`src/hdl/assert_macros.svh`:
```
// assertion macros used by the top level of the coincidence counter
// no dependencies; clock and reset port names are fixed by the house style
`ifndef ASSERT_MACROS_SVH
`define ASSERT_MACROS_SVH

// checked only outside reset
`define ASSERT_SYNC(label, prop, msg) \
   label: assert property (@(posedge clock) disable iff (reset) prop) else $error(msg);

// checked on every edge, reset included
`define ASSERT_ALWAYS(label, prop, msg) \
   label: assert property (@(posedge clock) prop) else $error(msg);

`endif

```
`src/hdl/tcc_pkg.sv`:
```
// types and constants of the two-channel coincidence counter
// no dependencies
`timescale 1ns / 1ps
`default_nettype none

package tcc_pkg;

   localparam int unsigned TIME_IN_WIDTH = 32;
   localparam int unsigned WINDOW_WIDTH  = 16;
   localparam int unsigned COUNT_OUT_WIDTH = 16;
   localparam logic [WINDOW_WIDTH-1:0] WINDOW_RESET = 16'd50;

   typedef enum logic {
      REQ_PULSE = 1'b0,
      REQ_READ  = 1'b1
   } req_kind_type;

   typedef struct packed {
      req_kind_type               req_type;
      logic                       channel;
      logic [TIME_IN_WIDTH-1:0]   time_us;
   } req_word_type;

   typedef struct packed {
      logic [COUNT_OUT_WIDTH-1:0] single_first;
      logic [COUNT_OUT_WIDTH-1:0] single_second;
      logic [COUNT_OUT_WIDTH-1:0] coincidences;
   } rsp_word_type;

   // control handed from the input stage to the counting engine
   typedef struct packed {
      logic         fire;
      req_kind_type kind;
      logic         channel;
   } step_ctl_type;

endpackage

`default_nettype wire

```
`src/hdl/tcc_engine.sv`:
```
// counting engine: last pulse times, window compare and the three counters
// depends on tcc_pkg
`timescale 1ns / 1ps
`default_nettype none

module tcc_engine import tcc_pkg::*; #(
   parameter int unsigned COUNT_WIDTH = 16,
   parameter int unsigned TIME_WIDTH  = 32
) (
   input  wire logic                      clock,
   input  wire logic                      reset,
   input  wire step_ctl_type              step,
   input  wire logic [TIME_IN_WIDTH-1:0]  time_us,
   input  wire logic [WINDOW_WIDTH-1:0]   window,
   output rsp_word_type                   counts_now
);

   logic [TIME_WIDTH-1:0]  last_first_ff, last_first_in;
   logic [TIME_WIDTH-1:0]  last_second_ff, last_second_in;
   logic [COUNT_WIDTH-1:0] cnt_first_ff, cnt_first_in;
   logic [COUNT_WIDTH-1:0] cnt_second_ff, cnt_second_in;
   logic [COUNT_WIDTH-1:0] cnt_coinc_ff, cnt_coinc_in;

   logic [TIME_WIDTH+TIME_IN_WIDTH-1:0] time_wide;
   logic [TIME_WIDTH+WINDOW_WIDTH-1:0]  window_wide;
   logic [TIME_WIDTH-1:0]               t_now;
   logic [TIME_WIDTH-1:0]               win_ext;
   logic [TIME_WIDTH-1:0]               other_time;
   logic [TIME_WIDTH-1:0]               elapsed;
   logic                                hit;

   logic [COUNT_WIDTH+COUNT_OUT_WIDTH-1:0] first_wide, second_wide, coinc_wide;

   // timestamp and window fitted to the time width
   assign time_wide   = {{TIME_WIDTH{1'b0}}, time_us};
   assign window_wide = {{TIME_WIDTH{1'b0}}, window};
   assign t_now       = time_wide[TIME_WIDTH-1:0];
   assign win_ext     = window_wide[TIME_WIDTH-1:0];

   assign other_time = step.channel ? last_first_ff : last_second_ff;
   assign elapsed    = t_now - other_time;
   assign hit        = (elapsed < win_ext);

   always_comb begin
      last_first_in  = last_first_ff;
      last_second_in = last_second_ff;
      cnt_first_in   = cnt_first_ff;
      cnt_second_in  = cnt_second_ff;
      cnt_coinc_in   = cnt_coinc_ff;
      if (step.fire) begin
         if (step.kind == REQ_READ) begin
            cnt_first_in  = '0;
            cnt_second_in = '0;
            cnt_coinc_in  = '0;
         end else begin
            if (step.channel) begin
               last_second_in = t_now;
            end else begin
               last_first_in = t_now;
            end
            if (hit) begin
               // the other channel's earlier single becomes half of this pair
               cnt_coinc_in = cnt_coinc_ff + 1'b1;
               if (step.channel) begin
                  cnt_first_in = cnt_first_ff - 1'b1;
               end else begin
                  cnt_second_in = cnt_second_ff - 1'b1;
               end
            end else if (step.channel) begin
               cnt_second_in = cnt_second_ff + 1'b1;
            end else begin
               cnt_first_in = cnt_first_ff + 1'b1;
            end
         end
      end
   end

   always_ff @(posedge clock) begin
      if (reset) begin
         last_first_ff  <= '0;
         last_second_ff <= '0;
         cnt_first_ff   <= '0;
         cnt_second_ff  <= '0;
         cnt_coinc_ff   <= '0;
      end else begin
         last_first_ff  <= last_first_in;
         last_second_ff <= last_second_in;
         cnt_first_ff   <= cnt_first_in;
         cnt_second_ff  <= cnt_second_in;
         cnt_coinc_ff   <= cnt_coinc_in;
      end
   end

   // low bits of each count on the result word
   assign first_wide  = {{COUNT_OUT_WIDTH{1'b0}}, cnt_first_ff};
   assign second_wide = {{COUNT_OUT_WIDTH{1'b0}}, cnt_second_ff};
   assign coinc_wide  = {{COUNT_OUT_WIDTH{1'b0}}, cnt_coinc_ff};

   assign counts_now.single_first  = first_wide[COUNT_OUT_WIDTH-1:0];
   assign counts_now.single_second = second_wide[COUNT_OUT_WIDTH-1:0];
   assign counts_now.coincidences  = coinc_wide[COUNT_OUT_WIDTH-1:0];

endmodule

`default_nettype wire

```
`src/hdl/two_channel_coincidence_counter.sv`:
```
// flow: a read word is accepted into the input register, processed when it leaves it, and
//   its counts show on rsp_word from the response register; pulse words give no response
// throughput: one word per cycle, set by the subtract-compare and counter update, except that
//   a read waits in the input register while rsp_stall holds a full response register
// reset (synchronous): counts and last pulse times go to zero, the window to 50, both
//   registers empty; top level of the coincidence counter; depends on tcc_pkg, tcc_engine, assert_macros.svh
`timescale 1ns / 1ps
`default_nettype none
`include "assert_macros.svh"

module two_channel_coincidence_counter import tcc_pkg::*; #(
   parameter int unsigned COUNT_WIDTH = 16,
   parameter int unsigned TIME_WIDTH  = 32
) (
   input  wire logic                     clock,
   input  wire logic                     reset,
   input  wire logic                     req_valid,
   output logic                          req_stall,
   input  wire req_word_type             req_word,
   output logic                          rsp_valid,
   input  wire logic                     rsp_stall,
   output rsp_word_type                  rsp_word,
   input  wire logic                     csr_valid,
   output logic                          csr_ready,
   input  wire logic [WINDOW_WIDTH-1:0]  csr_data
);

   logic                    s1_valid_ff, s1_valid_in;
   req_word_type            s1_word_ff, s1_word_in;
   logic                    rsp_valid_ff, rsp_valid_in;
   rsp_word_type            rsp_word_ff, rsp_word_in;
   logic [WINDOW_WIDTH-1:0] window_ff, window_in;

   logic         out_free;
   logic         advance;
   logic         accept;
   logic         fire_read;
   step_ctl_type step;
   rsp_word_type counts_now;

   assign out_free  = !rsp_valid_ff || !rsp_stall;
   // only a read needs room in the response register
   assign advance   = !s1_valid_ff || (s1_word_ff.req_type == REQ_PULSE) || out_free;
   assign req_stall = !advance;
   assign accept    = req_valid && advance;

   assign step.fire    = s1_valid_ff && advance;
   assign step.kind    = s1_word_ff.req_type;
   assign step.channel = s1_word_ff.channel;
   assign fire_read    = step.fire && (s1_word_ff.req_type == REQ_READ);

   assign csr_ready = 1'b1;
   assign window_in = (csr_valid && csr_ready) ? csr_data : window_ff;

   always_comb begin
      s1_valid_in = s1_valid_ff;
      s1_word_in  = s1_word_ff;
      if (advance) begin
         s1_valid_in = req_valid;
      end
      if (accept) begin
         s1_word_in = req_word;
      end
   end

   always_comb begin
      rsp_valid_in = rsp_valid_ff;
      rsp_word_in  = rsp_word_ff;
      if (fire_read) begin
         rsp_valid_in = 1'b1;
         rsp_word_in  = counts_now;
      end else if (!rsp_stall) begin
         rsp_valid_in = 1'b0;
      end
   end

   always_ff @(posedge clock) begin
      if (reset) begin
         s1_valid_ff  <= 1'b0;
         rsp_valid_ff <= 1'b0;
         window_ff    <= WINDOW_RESET;
      end else begin
         s1_valid_ff  <= s1_valid_in;
         rsp_valid_ff <= rsp_valid_in;
         window_ff    <= window_in;
      end
   end

   always_ff @(posedge clock) begin
      s1_word_ff  <= s1_word_in;
      rsp_word_ff <= rsp_word_in;
   end

   tcc_engine #(
      .COUNT_WIDTH (COUNT_WIDTH),
      .TIME_WIDTH  (TIME_WIDTH)
   ) u_engine (
      .clock      (clock),
      .reset      (reset),
      .step       (step),
      .time_us    (s1_word_ff.time_us),
      .window     (window_ff),
      .counts_now (counts_now)
   );

   assign rsp_valid = rsp_valid_ff;
   assign rsp_word  = rsp_word_ff;

   `ASSERT_SYNC(a_read_waits_for_room, (s1_valid_ff && s1_word_ff.req_type == REQ_READ && rsp_valid_ff && rsp_stall) |-> !step.fire, "read fired into a full response register")
   `ASSERT_SYNC(a_read_gives_word, fire_read |=> rsp_valid, "read did not produce a response word")
   `ASSERT_SYNC(a_read_clears, fire_read |=> (counts_now == '0), "counters not cleared after read")
   `ASSERT_ALWAYS(a_reset_empties, reset |=> (!rsp_valid && !s1_valid_ff), "registers not empty after reset")

endmodule

`default_nettype wire

```
`config.mk`:
```
export PLATFORM = sky130hd
export DESIGN_NAME = two_channel_coincidence_counter
export DESIGN_NICKNAME = d
export VERILOG_FILES = /design/src/hdl/tcc_pkg.sv /design/src/hdl/tcc_engine.sv /design/src/hdl/two_channel_coincidence_counter.sv
export VERILOG_INCLUDE_DIRS = /design/src /design/src/hdl
export SDC_FILE = /design/constraint.sdc
export NUM_CORES = 1
export LEC_CHECK = 0
export ABC_AREA = 1
export BUFFER_PORTS_ARGS = -buffer_cell sky130_fd_sc_hd__buf_2
export CAP_MARGIN = 20
export CORE_UTILIZATION = 40
export CTS_CLUSTER_DIAMETER = 200
export CTS_CLUSTER_SIZE = 28
export DETAILED_ROUTE_END_ITERATION = 8
export PLACE_DENSITY = 0.67
export SLEW_MARGIN = 25
export SYNTH_ARGS = -nofsm -noshare
export SYNTH_HDL_FRONTEND = slang
export SYNTH_SLANG_ARGS = --single-unit
```
`constraint.sdc`:
```
create_clock -name clock -period 7.7 [get_ports clock]
set_input_delay 1.925 -clock clock [delete_from_list [all_inputs] [get_ports clock]]
set_output_delay 1.925 -clock clock [all_outputs]
set_load 0.01 [all_outputs]
```
# ---- After elaboration in Yosys (flattened, before gate mapping)
# Index checks and enable logic that the tools add are counted.
dict set report word_totals {
  reg_bits 212
  input_bits 55
  word_cells 57
  out_inout_bits 51
}
dict set report classes {
  n_eq_ne 4
  n_reduce_logical 17
  bitwise 2
  order_cmp 1
  mux 13
  n_addsub 6
}
# operator count
set ops {}
lappend ops {{$mux W16} 10}
lappend ops {{$add A16 B1 Y16 const B} 3}
lappend ops {{$lt A32 B16 Y1} 1}
lappend ops {{$mux W32} 1}
lappend ops {{$sub A16 B1 Y16 const B} 2}
lappend ops {{$sub A32 B32 Y32} 1}
lappend ops {{$reduce_and A3 Y1} 4}
lappend ops {{$ne A3 B3 Y1 const B} 2}
lappend ops {{$logic_not A1 Y1} 4}
lappend ops {{$logic_and A1 B1 Y1} 3}
lappend ops {{$logic_or A1 B1 Y1} 3}
lappend ops {{$ne A3 B1 Y1 const B} 1}
lappend ops {{$reduce_bool A3 Y1} 1}
lappend ops {{$mux W1} 2}
lappend ops {{$ne A2 B1 Y1 const B} 1}
lappend ops {{$not A1 Y1} 2}
lappend ops {{$reduce_and A2 Y1} 1}
lappend ops {{$reduce_bool A2 Y1} 1}

# ---- Longest topological paths before layout
# Gate-level depths: netlist of the first run.
dict set report depth {
  word_depth 6
  ltp_mapped 39
  depth_no_buf 37
}

# ---- By module
# A second synthesis of the first run with hierarchy kept.
dict set report hier_totals {
  cells_unflattened 1615
  hier_area_um2 12154.2
}
# mod n_inst cells_per_inst seq_area_each_um2 area_per_inst_um2
set modules_own_cells {}
lappend modules_own_cells {tcc_engine 1 1449 2242.2 9044.9}
lappend modules_own_cells {two_channel_coincidence_counter 1 166 2822.7 3109.2}

# ---- Least setup slack after synthesis of the first run
# No wires, ideal clock.
dict set report synth_path {
  path_type {reg2reg}
  from {register s1_word_ff[32] in the netlist's numbering}
  to {register u_engine.cnt_first_ff[14]}
  arrival_ps 5444
  path_stages_with_launch 38
  slack_ps 2124
  setup_ps 132
  synth_period_minus_slack_ps 5576
  n_path_buf 2
  required_ps 7568
  path_cell_list {edfxtp_1 -> inv_1 -> clkbuf_1 -> clkbuf_1 -> nand2_1 -> o21ai_0 -> ha_1 -> nand2_1 -> inv_1 -> nand2_1 -> nand2_1 -> a21oi_1 -> nand2_1 -> xor2_1 -> ha_1 -> a21oi_1 -> nor2_1 -> a211oi_1 -> [... 2 more ...] -> nand3_1 -> nor2_1 -> nand2_1 -> inv_1 -> ha_1 -> a21oi_1 -> nand2_1 -> a21oi_1 -> o21ai_0 -> nand3_1 -> nand2_1 -> nand2_1 -> nand2_1 -> a21oi_1 -> xor2_1 -> inv_1 -> nand2_1 -> a21oi_1}
}
dict set report synth_via {
  elab_chain_cells 5
  elab_cells_between_ends 8
}
# item line_no
set synth_rtl {}
lappend synth_rtl {{start: declaration} two_channel_coincidence_counter.sv:29} ;# req_word_type s1_word_ff, s1_word_in;
lappend synth_rtl {{start signal: assignment} two_channel_coincidence_counter.sv:90} ;# s1_word_ff <= s1_word_in;
lappend synth_rtl {{$mux W32} tcc_engine.sv:40} ;# assign other_time = step.channel ? last_first_ff : last_second_ff;
lappend synth_rtl {{$sub A32 B32 Y32} tcc_engine.sv:41} ;# assign elapsed = t_now - other_time;
lappend synth_rtl {{$lt A32 B16 Y1} tcc_engine.sv:42} ;# assign hit = (elapsed < win_ext);
lappend synth_rtl {{$ne A3 B1 Y1 (no line) (tied with other cells)} -}
lappend synth_rtl {{$reduce_and A3 Y1 (no line) / $mux W16 (equally long branches)} -}
lappend synth_rtl {{end signal: assignment} tcc_engine.sv:88} ;# cnt_first_ff <= cnt_first_in;
lappend synth_rtl {{end: declaration} tcc_engine.sv:20} ;# logic [COUNT_WIDTH-1:0] cnt_first_ff, cnt_first_in;
# Parallel ways exist; a longest one is shown, timed or not.
# A chain may end at the register's enable or synchronous reset.

# ---- Worst setup path after layout of the first run
# Ends and elaborated chain as after synthesis.

==> metrics.md, run 1 <==
| Metric | Value |
|---|---|
| Outcome | `finished clean` |
| Transition time of the tightest slew-check pin | `0.910 ns` |
| FP Rows | `62` |
| CP startpoint kind | `register` |
| Pwr Density | `173 mW/mm²` |
| Post-Syn Area | `0.0119 mm²` |
| Worst-path clk slew | `0.11 ns` |
| Post-CTS sizing | `0` |
| Cell variety after synth | `39` |
| Top layer in use | `met4` |
| Hold Crit Depth | `0` |
| Die width | `175 µm` |
| ANT nets after route | `0` |
| Nets | `1824` |
| Main synth FF type | `dfxtp_1` |
| Critical path type | `register to register` |
| Placer Congestion | `0.907` |
| Reg2reg path depth | `36` |
| Largest net degree at the start of global routing | `80` |
| Synth Instances | `1605` |
| Router iterations before antenna repair | `6` |
| Share of post-route cells with drive strength above 1 | `0.0933` |
| DP Cell Count | `2060` |
| Ys async rst share | `0` |
| Max Cap Violations | `0` |
| Post-synth EDFFs | `82` |
| Fraction of the yosys area taken by sequential cells | `0.424` |
| Max Slew Vio Count | `0` |
| Final Critical Period | `6.52 ns` |
| Worst EP required | `8.04 ns` |
| Highest clock rate | `153 MHz` |
| FF-to-FF Start | `s1_word_ff[32]` |
| Fin Setup TNS | `0 ns` |
| Worst Hold Endpoint | `rsp_word[8]` |
| R2R setup slack | `1.18 ns` |
| CTS Buf Count | `11` |
| Setup bufs post-CTS | `0` |
| Slew headroom | `0.393` |
| I/O Pins | `106` |
| Overall Power | `0.00228 W` |
| RSZ-0062 raised after global routing | `false` |
| Final Hold Viols | `0` |
| WL/cell | `13.2 µm` |
| Critical path's slowest cell | `inv_1` |
| DR vias/cell | `4.79` |
| Most used cell, CP | `nand2_1` |
| Finished Layout Cells | `2079` |
| Top cells by area, synth | `dfxtp_1 22%, edfxtp_1 21%, nand2_1 13%` |
| Final WL | `27400 µm` |
| # hold bufs at CTS | `0` |
| Post-synthesis register bit count | `212` |
| Yosys warns | `0` |
| DP Area | `0.0129 mm²` |
| Worst Path Max Fanout | `39` |
| Grt ovf | `0` |
| Core area | `0.0290 mm²` |
| Drt first-iter violations | `665` |
| GRT Overall Usage | `0.180` |
| Die height | `175 µm` |
| WP data arrival | `6.86 ns` |
| Crit Reg-Reg Endpoint | `u_engine.cnt_first_ff[14]` |
| Critical hold path startpoint | `u_engine.cnt_coinc_ff[8]` |
| CTS tree | `built` |
| Dpl hpwl | `20900 µm` |
| Die Area | `0.0306 mm²` |
| Skew final | `0.0235 ns` |
| Initial Util | `0.412` |
| Area leader, netlist | `dfxtp_1` |
| Drc violations | `0` |
| Vias in the first global route | `9193` |
| CP peak stage delay | `0.54 ns` |
| Clk sinks | `212` |
| Maximum vdd drop | `187 µV` |
| Crit. End Element | `register` |
| Post-route cell area | `0.0132 mm²` |
| Final Cycle Share | `0.847` |
| Final setup violation count | `0` |
| Worst setup margin | `1.18 ns` |
| Root Buffer | `clkbuf_16` |
| Metal3 WL | `886 µm` |
| Port bufs | `104` |
| Mapped Avg Cell Area | `7.44 µm²` |
| DRT met1 WL | `13600 µm` |
| Met2 wire len | `12300 µm` |
| Most frequent cells in the layout | `420 x nand2_1, 234 x inv_1, 146 x a21oi_1` |
| Setup Slack @ Placement | `0.866 ns` |
| H-tree depth | `1` |
| Commonest non-fill, non-tap cell in the layout | `nand2_1` |
| Via count | `9959` |
| Crit-path leading delay family | `buffers and inverters` |
| Synth Net Count | `1740` |
| Worst-skew pair later-pin latency | `0.48 ns` |
| Initial antenna violation count | `2` |
| Leakage power total | `6.12 nW` |
| Hold Crit Class | `register to register` |
| Area grow syn2layout | `10.3%` |
| First-pass GRT wire length | `45300 µm` |
| Yosys top cell area share | `0.218` |
| Maximum clock path buffer count | `3` |
| CP Buf/Inv Count | `6` |
==> sequential cells by signal, indices dropped and copies added (netlist names) <==
signal / flops
rsp_word: 48
rsp_valid: 1
s1_valid_ff: 1
u_engine.last_second_ff: 32
u_engine.cnt_second_ff: 16
u_engine.last_first_ff: 32
u_engine.cnt_first_ff: 16
s1_word_ff: 34
window_ff: 16
u_engine.cnt_coinc_ff: 16
==> synthesized netlist by cell type, types with 2 or more instances <==
master and instances:
o21ai_1 4, nor2_2 8, nand3_1 49, dfxtp_1 130, nor2_4 4, inv_1 236, buf_2 3, ha_1 77
clkinv_1 2, and3_1 2, and2_1 5, edfxtp_1 82, inv_2 7, xor2_1 30, fa_1 3, a21oi_1 146
buf_6 2, nor2_1 141, nand4_1 18, xnor2_1 15, a21o_1 2, nand2_1 420, o21ai_0 133, nand2_2 4
nand3_2 5, nor3_1 20, nor3b_1 6, a211oi_1 4, clkbuf_1 34, nor4_1 4
==> routing by layer <==
layer,vias up,global-route usage
met3,31,0.0163
li1,5331,-
met2,153,0.301
met5,-,0
met4,0,0.0529
met1,4444,0.247
==> through the flow <==
step | hold WS, ns | utilization
4_1_cts | 0.444 | 0.454
3_5_place_dp | 0.420 | 0.443
5_1_grt | 0.453 | 0.454
6_report | 0.442 | 0.454
3_3_place_gp | 0.417 | 0.443
2_1_floorplan | 0.408 | -
==> kinds of logic after synthesis <==
family          count (synthesis)  synth area share
fa+ha+maj                      80            0.0857
xor+xnor                       45            0.0330
buf+inv                       286            0.0917
compound gates                292             0.124
other cells                     1          0.000314
simple gates                  689             0.241
flops                         212             0.424
==> power by group <==
part / leakage (nW) / internal, W / switching (W)
Clock: 0.148 / 0.000273 / 0.000359
Combinational: 4.09 / 0.000148 / 0.000288
Sequential: 1.88 / 0.00120 / 0.0000193
Total: 6.12 / 0.00162 / 0.000665
==> worst max path at each step <==
stage                   startpoint                          to  cells past startpoint  slack [ns]
finish              s1_word_ff[32]   u_engine.cnt_first_ff[14]                     36        1.18
global route        s1_word_ff[32]   u_engine.cnt_first_ff[15]                     36        0.47
CTS                 s1_word_ff[32]   u_engine.cnt_first_ff[14]                     36        0.85
detailed placement  s1_word_ff[32]   u_engine.cnt_first_ff[14]                     36        0.87
global placement    s1_word_ff[32]  u_engine.cnt_second_ff[15]                     34        1.08
floorplan           s1_word_ff[32]   u_engine.cnt_first_ff[14]                     37        2.12
==> layout make-up <==
type                            instances  area [µm²]
Antenna cell                            2        5.00
Tap cell                              384         480
Timing Repair Buffer                  112         593
Clock buffer                           16         294
Clock inverter                          1        16.3
Sequential cell                       212        5060
Fill cell                            2978       15800
Inverter                              245         920
Multi-Input combinational cell       1107        5800
(Power assumes the default switching activity.)
==> run 2, diff against run 1 <==
==> constraint.sdc (replaced) <==
create_clock -name clock -period 6.6 [get_ports clock]
set_input_delay 1.65 -clock clock [delete_from_list [all_inputs] [get_ports clock]]
set_output_delay 1.65 -clock clock [all_outputs]
set_load 0.01 [all_outputs]
==> run 2 against run 1 <==
Against the previous run: non-clock buffer count rose by 8; critical path type unchanged; sequential share of layout area down 0.24 points; clock-buffer cell count down 1.
==> metrics.md, run 2 (same netlist as run 1, synthesis figures left out) <==
| Metric | Value |
|---|---|
| Reg2reg path depth | `35 (was 36)` |
| Final WL | `27900 µm (was 27400 µm)` |
| Final setup violation count | `0 (unchanged)` |
| Fin Setup TNS | `0 ns (unchanged)` |
| First-pass GRT wire length | `46500 µm (was 45300 µm)` |
| Final hold slack | `0.429 ns (was 0.442 ns)` |
| Worst Path Max Fanout | `15 (was 39)` |
| DR vias/cell | `4.88 (was 4.79)` |
| Grt ovf | `0 (unchanged)` |
| Router iterations before antenna repair | `7 (was 6)` |
| Maximum vdd drop | `113 µV (was 187 µV)` |
| Outcome | `finished clean (unchanged)` |
| Critical hold path startpoint | `u_engine.cnt_coinc_ff[5] (was u_engine.cnt_coinc_ff[8])` |
| Final Cycle Share | `0.898 (was 0.847)` |
| Maximum clock path buffer count | `3 (unchanged)` |
| Met1 usage | `0.252 (was 0.247)` |
| Initial Util | `0.412 (unchanged)` |
| Crit. End Element | `register (unchanged)` |
| CTS tree | `built (unchanged)` |
| Worst EP required | `7.01 ns (was 8.04 ns)` |
| Nets | `1833 (was 1824)` |
| Max Cap Violations | `0 (unchanged)` |
| Final Hold Viols | `0 (unchanged)` |
| Most used cell, CP | `nand2_1 (unchanged)` |
| Die height | `175 µm (unchanged)` |
| Final Critical Period | `5.93 ns (was 6.52 ns)` |
| Initial antenna violation count | `2 (unchanged)` |
| Dpl hpwl | `21400 µm (was 20900 µm)` |
| Largest net degree at the start of global routing | `80 (unchanged)` |
| FF-to-FF Start | `s1_word_ff[32] (unchanged)` |
| CP startpoint kind | `register (unchanged)` |
| Met3 GRT Util | `0.0168 (was 0.0163)` |
| Largest register FFs | `48 (unchanged)` |
| CTS Buf Count | `11 (unchanged)` |
| Worst Hold Endpoint | `rsp_word[5] (was rsp_word[8])` |
| Slew headroom | `0.468 (was 0.393)` |
| Transition time of the tightest slew-check pin | `0.798 ns (was 0.910 ns)` |
| Root Buffer | `clkbuf_16 (unchanged)` |
| Port bufs | `104 (unchanged)` |
| Commonest non-fill, non-tap cell in the layout | `nand2_1 (unchanged)` |
| Die width | `175 µm (unchanged)` |
| Crit Reg-Reg Endpoint | `u_engine.cnt_second_ff[15] (was u_engine.cnt_first_ff[14])` |
| CP peak stage delay | `0.49 ns (was 0.54 ns)` |
| Area grow syn2layout | `11.0% (was 10.3%)` |
| Die Area | `0.0306 mm² (unchanged)` |
| Skew final | `0.0181 ns (was 0.0235 ns)` |
| FP Rows | `62 (unchanged)` |
| Drc violations | `0 (unchanged)` |
| Leakage power total | `6.16 nW (was 6.12 nW)` |
| Gr busiest metal | `met2 (unchanged)` |
| R2R setup slack | `0.67 ns (was 1.18 ns)` |
| Max Slew Vio Count | `0 (unchanged)` |
| Highest clock rate | `169 MHz (was 153 MHz)` |
| Critical path's slowest cell | `edfxtp_1 (was inv_1)` |
| WP data arrival | `6.33 ns (was 6.86 ns)` |
| GR Util met2 | `0.315 (was 0.301)` |
| Core area | `0.0290 mm² (unchanged)` |
| GRT Overall Usage | `0.184 (was 0.180)` |
| Critical path type | `register to register (unchanged)` |
| ANT nets after route | `0 (unchanged)` |
| Hold Crit Depth | `0 (unchanged)` |
| Clk sinks | `212 (unchanged)` |
| Drt first-iter violations | `667 (was 665)` |
| H-tree depth | `1 (unchanged)` |
| Via count | `10197 (was 9959)` |
| Hold Crit Class | `register to register (unchanged)` |
| Share of post-route cells with drive strength above 1 | `0.0994 (was 0.0933)` |
| Pwr Density | `201 mW/mm² (was 173 mW/mm²)` |
| Vias in the first global route | `9485 (was 9193)` |
| I/O Pins | `106 (unchanged)` |
| RSZ-0062 raised after global routing | `false (unchanged)` |
| # hold bufs at CTS | `0 (unchanged)` |
| Worst-path clk slew | `0.11 ns (about the same)` |
| Worst-skew pair later-pin latency | `0.48 ns (about the same)` |
| WL/cell | `13.3 µm (was 13.2 µm)` |
| Most frequent cells in the layout | `420 x nand2_1, 233 x inv_1, 146 x a21oi_1 (was 420 x nand2_1, 234 x inv_1, 146 x a21oi_1)` |
| Placer Congestion | `0.916 (was 0.907)` |
## run 2: worst max path at each step
stage              startpoint                          to  slack (ns)  depth (start not counted)
6_report       s1_word_ff[32]  u_engine.cnt_second_ff[15]        0.67                         35
5_1_grt        s1_word_ff[32]  u_engine.cnt_second_ff[15]         0.1                         36
4_1_cts        s1_word_ff[32]  u_engine.cnt_second_ff[14]        0.19                         36
3_5_place_dp   s1_word_ff[32]  u_engine.cnt_second_ff[14]        0.23                         36
3_3_place_gp   s1_word_ff[32]  u_engine.cnt_second_ff[14]        0.62                         36
2_1_floorplan  s1_word_ff[32]   u_engine.cnt_first_ff[14]        1.02                         37
## run 2: layer usage
metal  part of all wire  vias up
li1                   -     5354
met1               0.49     4643
met2               0.46      173
met3              0.030       27
met4              0.016        0
met5                  0        -
## run 2: final cells by class
type | instances | area [µm²]
flip-flops and latches | 212 | 5060
repair buffers | 120 | 661
fillers | 2974 | 15800
clock buffers | 15 | 290
clock inverters | 1 | 16.3
well taps | 384 | 480
diodes | 3 | 7.51
inverters | 245 | 923
multi-input cells | 1107 | 5810
repair inverters | 1 | 7.51
## run 2: report_power, final
| part | total (W) | internal [W] | switching (W) | leakage [nW] |
|---|---|---|---|---|
| registers | 0.00142 | 0.00140 | 0.0000222 | 1.88 |
| logic | 0.000521 | 0.000177 | 0.000344 | 4.13 |
| clock network | 0.000729 | 0.000316 | 0.000413 | 0.147 |
## run 2: what timing repair did
item | in CTS | in global routing
setup buffers | 0 | 5
setup endpoints to repair | 0 | 11
resized for setup | 0 | 4
## run 2: stage by stage
stage          area (µm²)  std cells  setup slack [ns]   util  total power, W
2_1_floorplan       11900       1605              1.02      -         0.00181
5_1_grt             13300       2087            0.0952  0.457         0.00282
4_1_cts             13200       2079             0.186  0.455         0.00268
6_report            13300       2088             0.675  0.457         0.00267
3_3_place_gp        12900       2062             0.616  0.443         0.00195
3_5_place_dp        12900       2063             0.230  0.444         0.00196
## run 2: worst max-delay path, delay by kind of cell (launching register included)
family | cells | cell delay (ns)
AND/OR/NAND/NOR | 16 | 1.71
flip-flops | 1 | 0.49
XOR/XNOR | 1 | 0.20
adder cells (fa/ha/maj) | 3 | 1.04
AO/OA/AOI/OAI | 9 | 1.53
buffers and inverters | 6 | 0.87
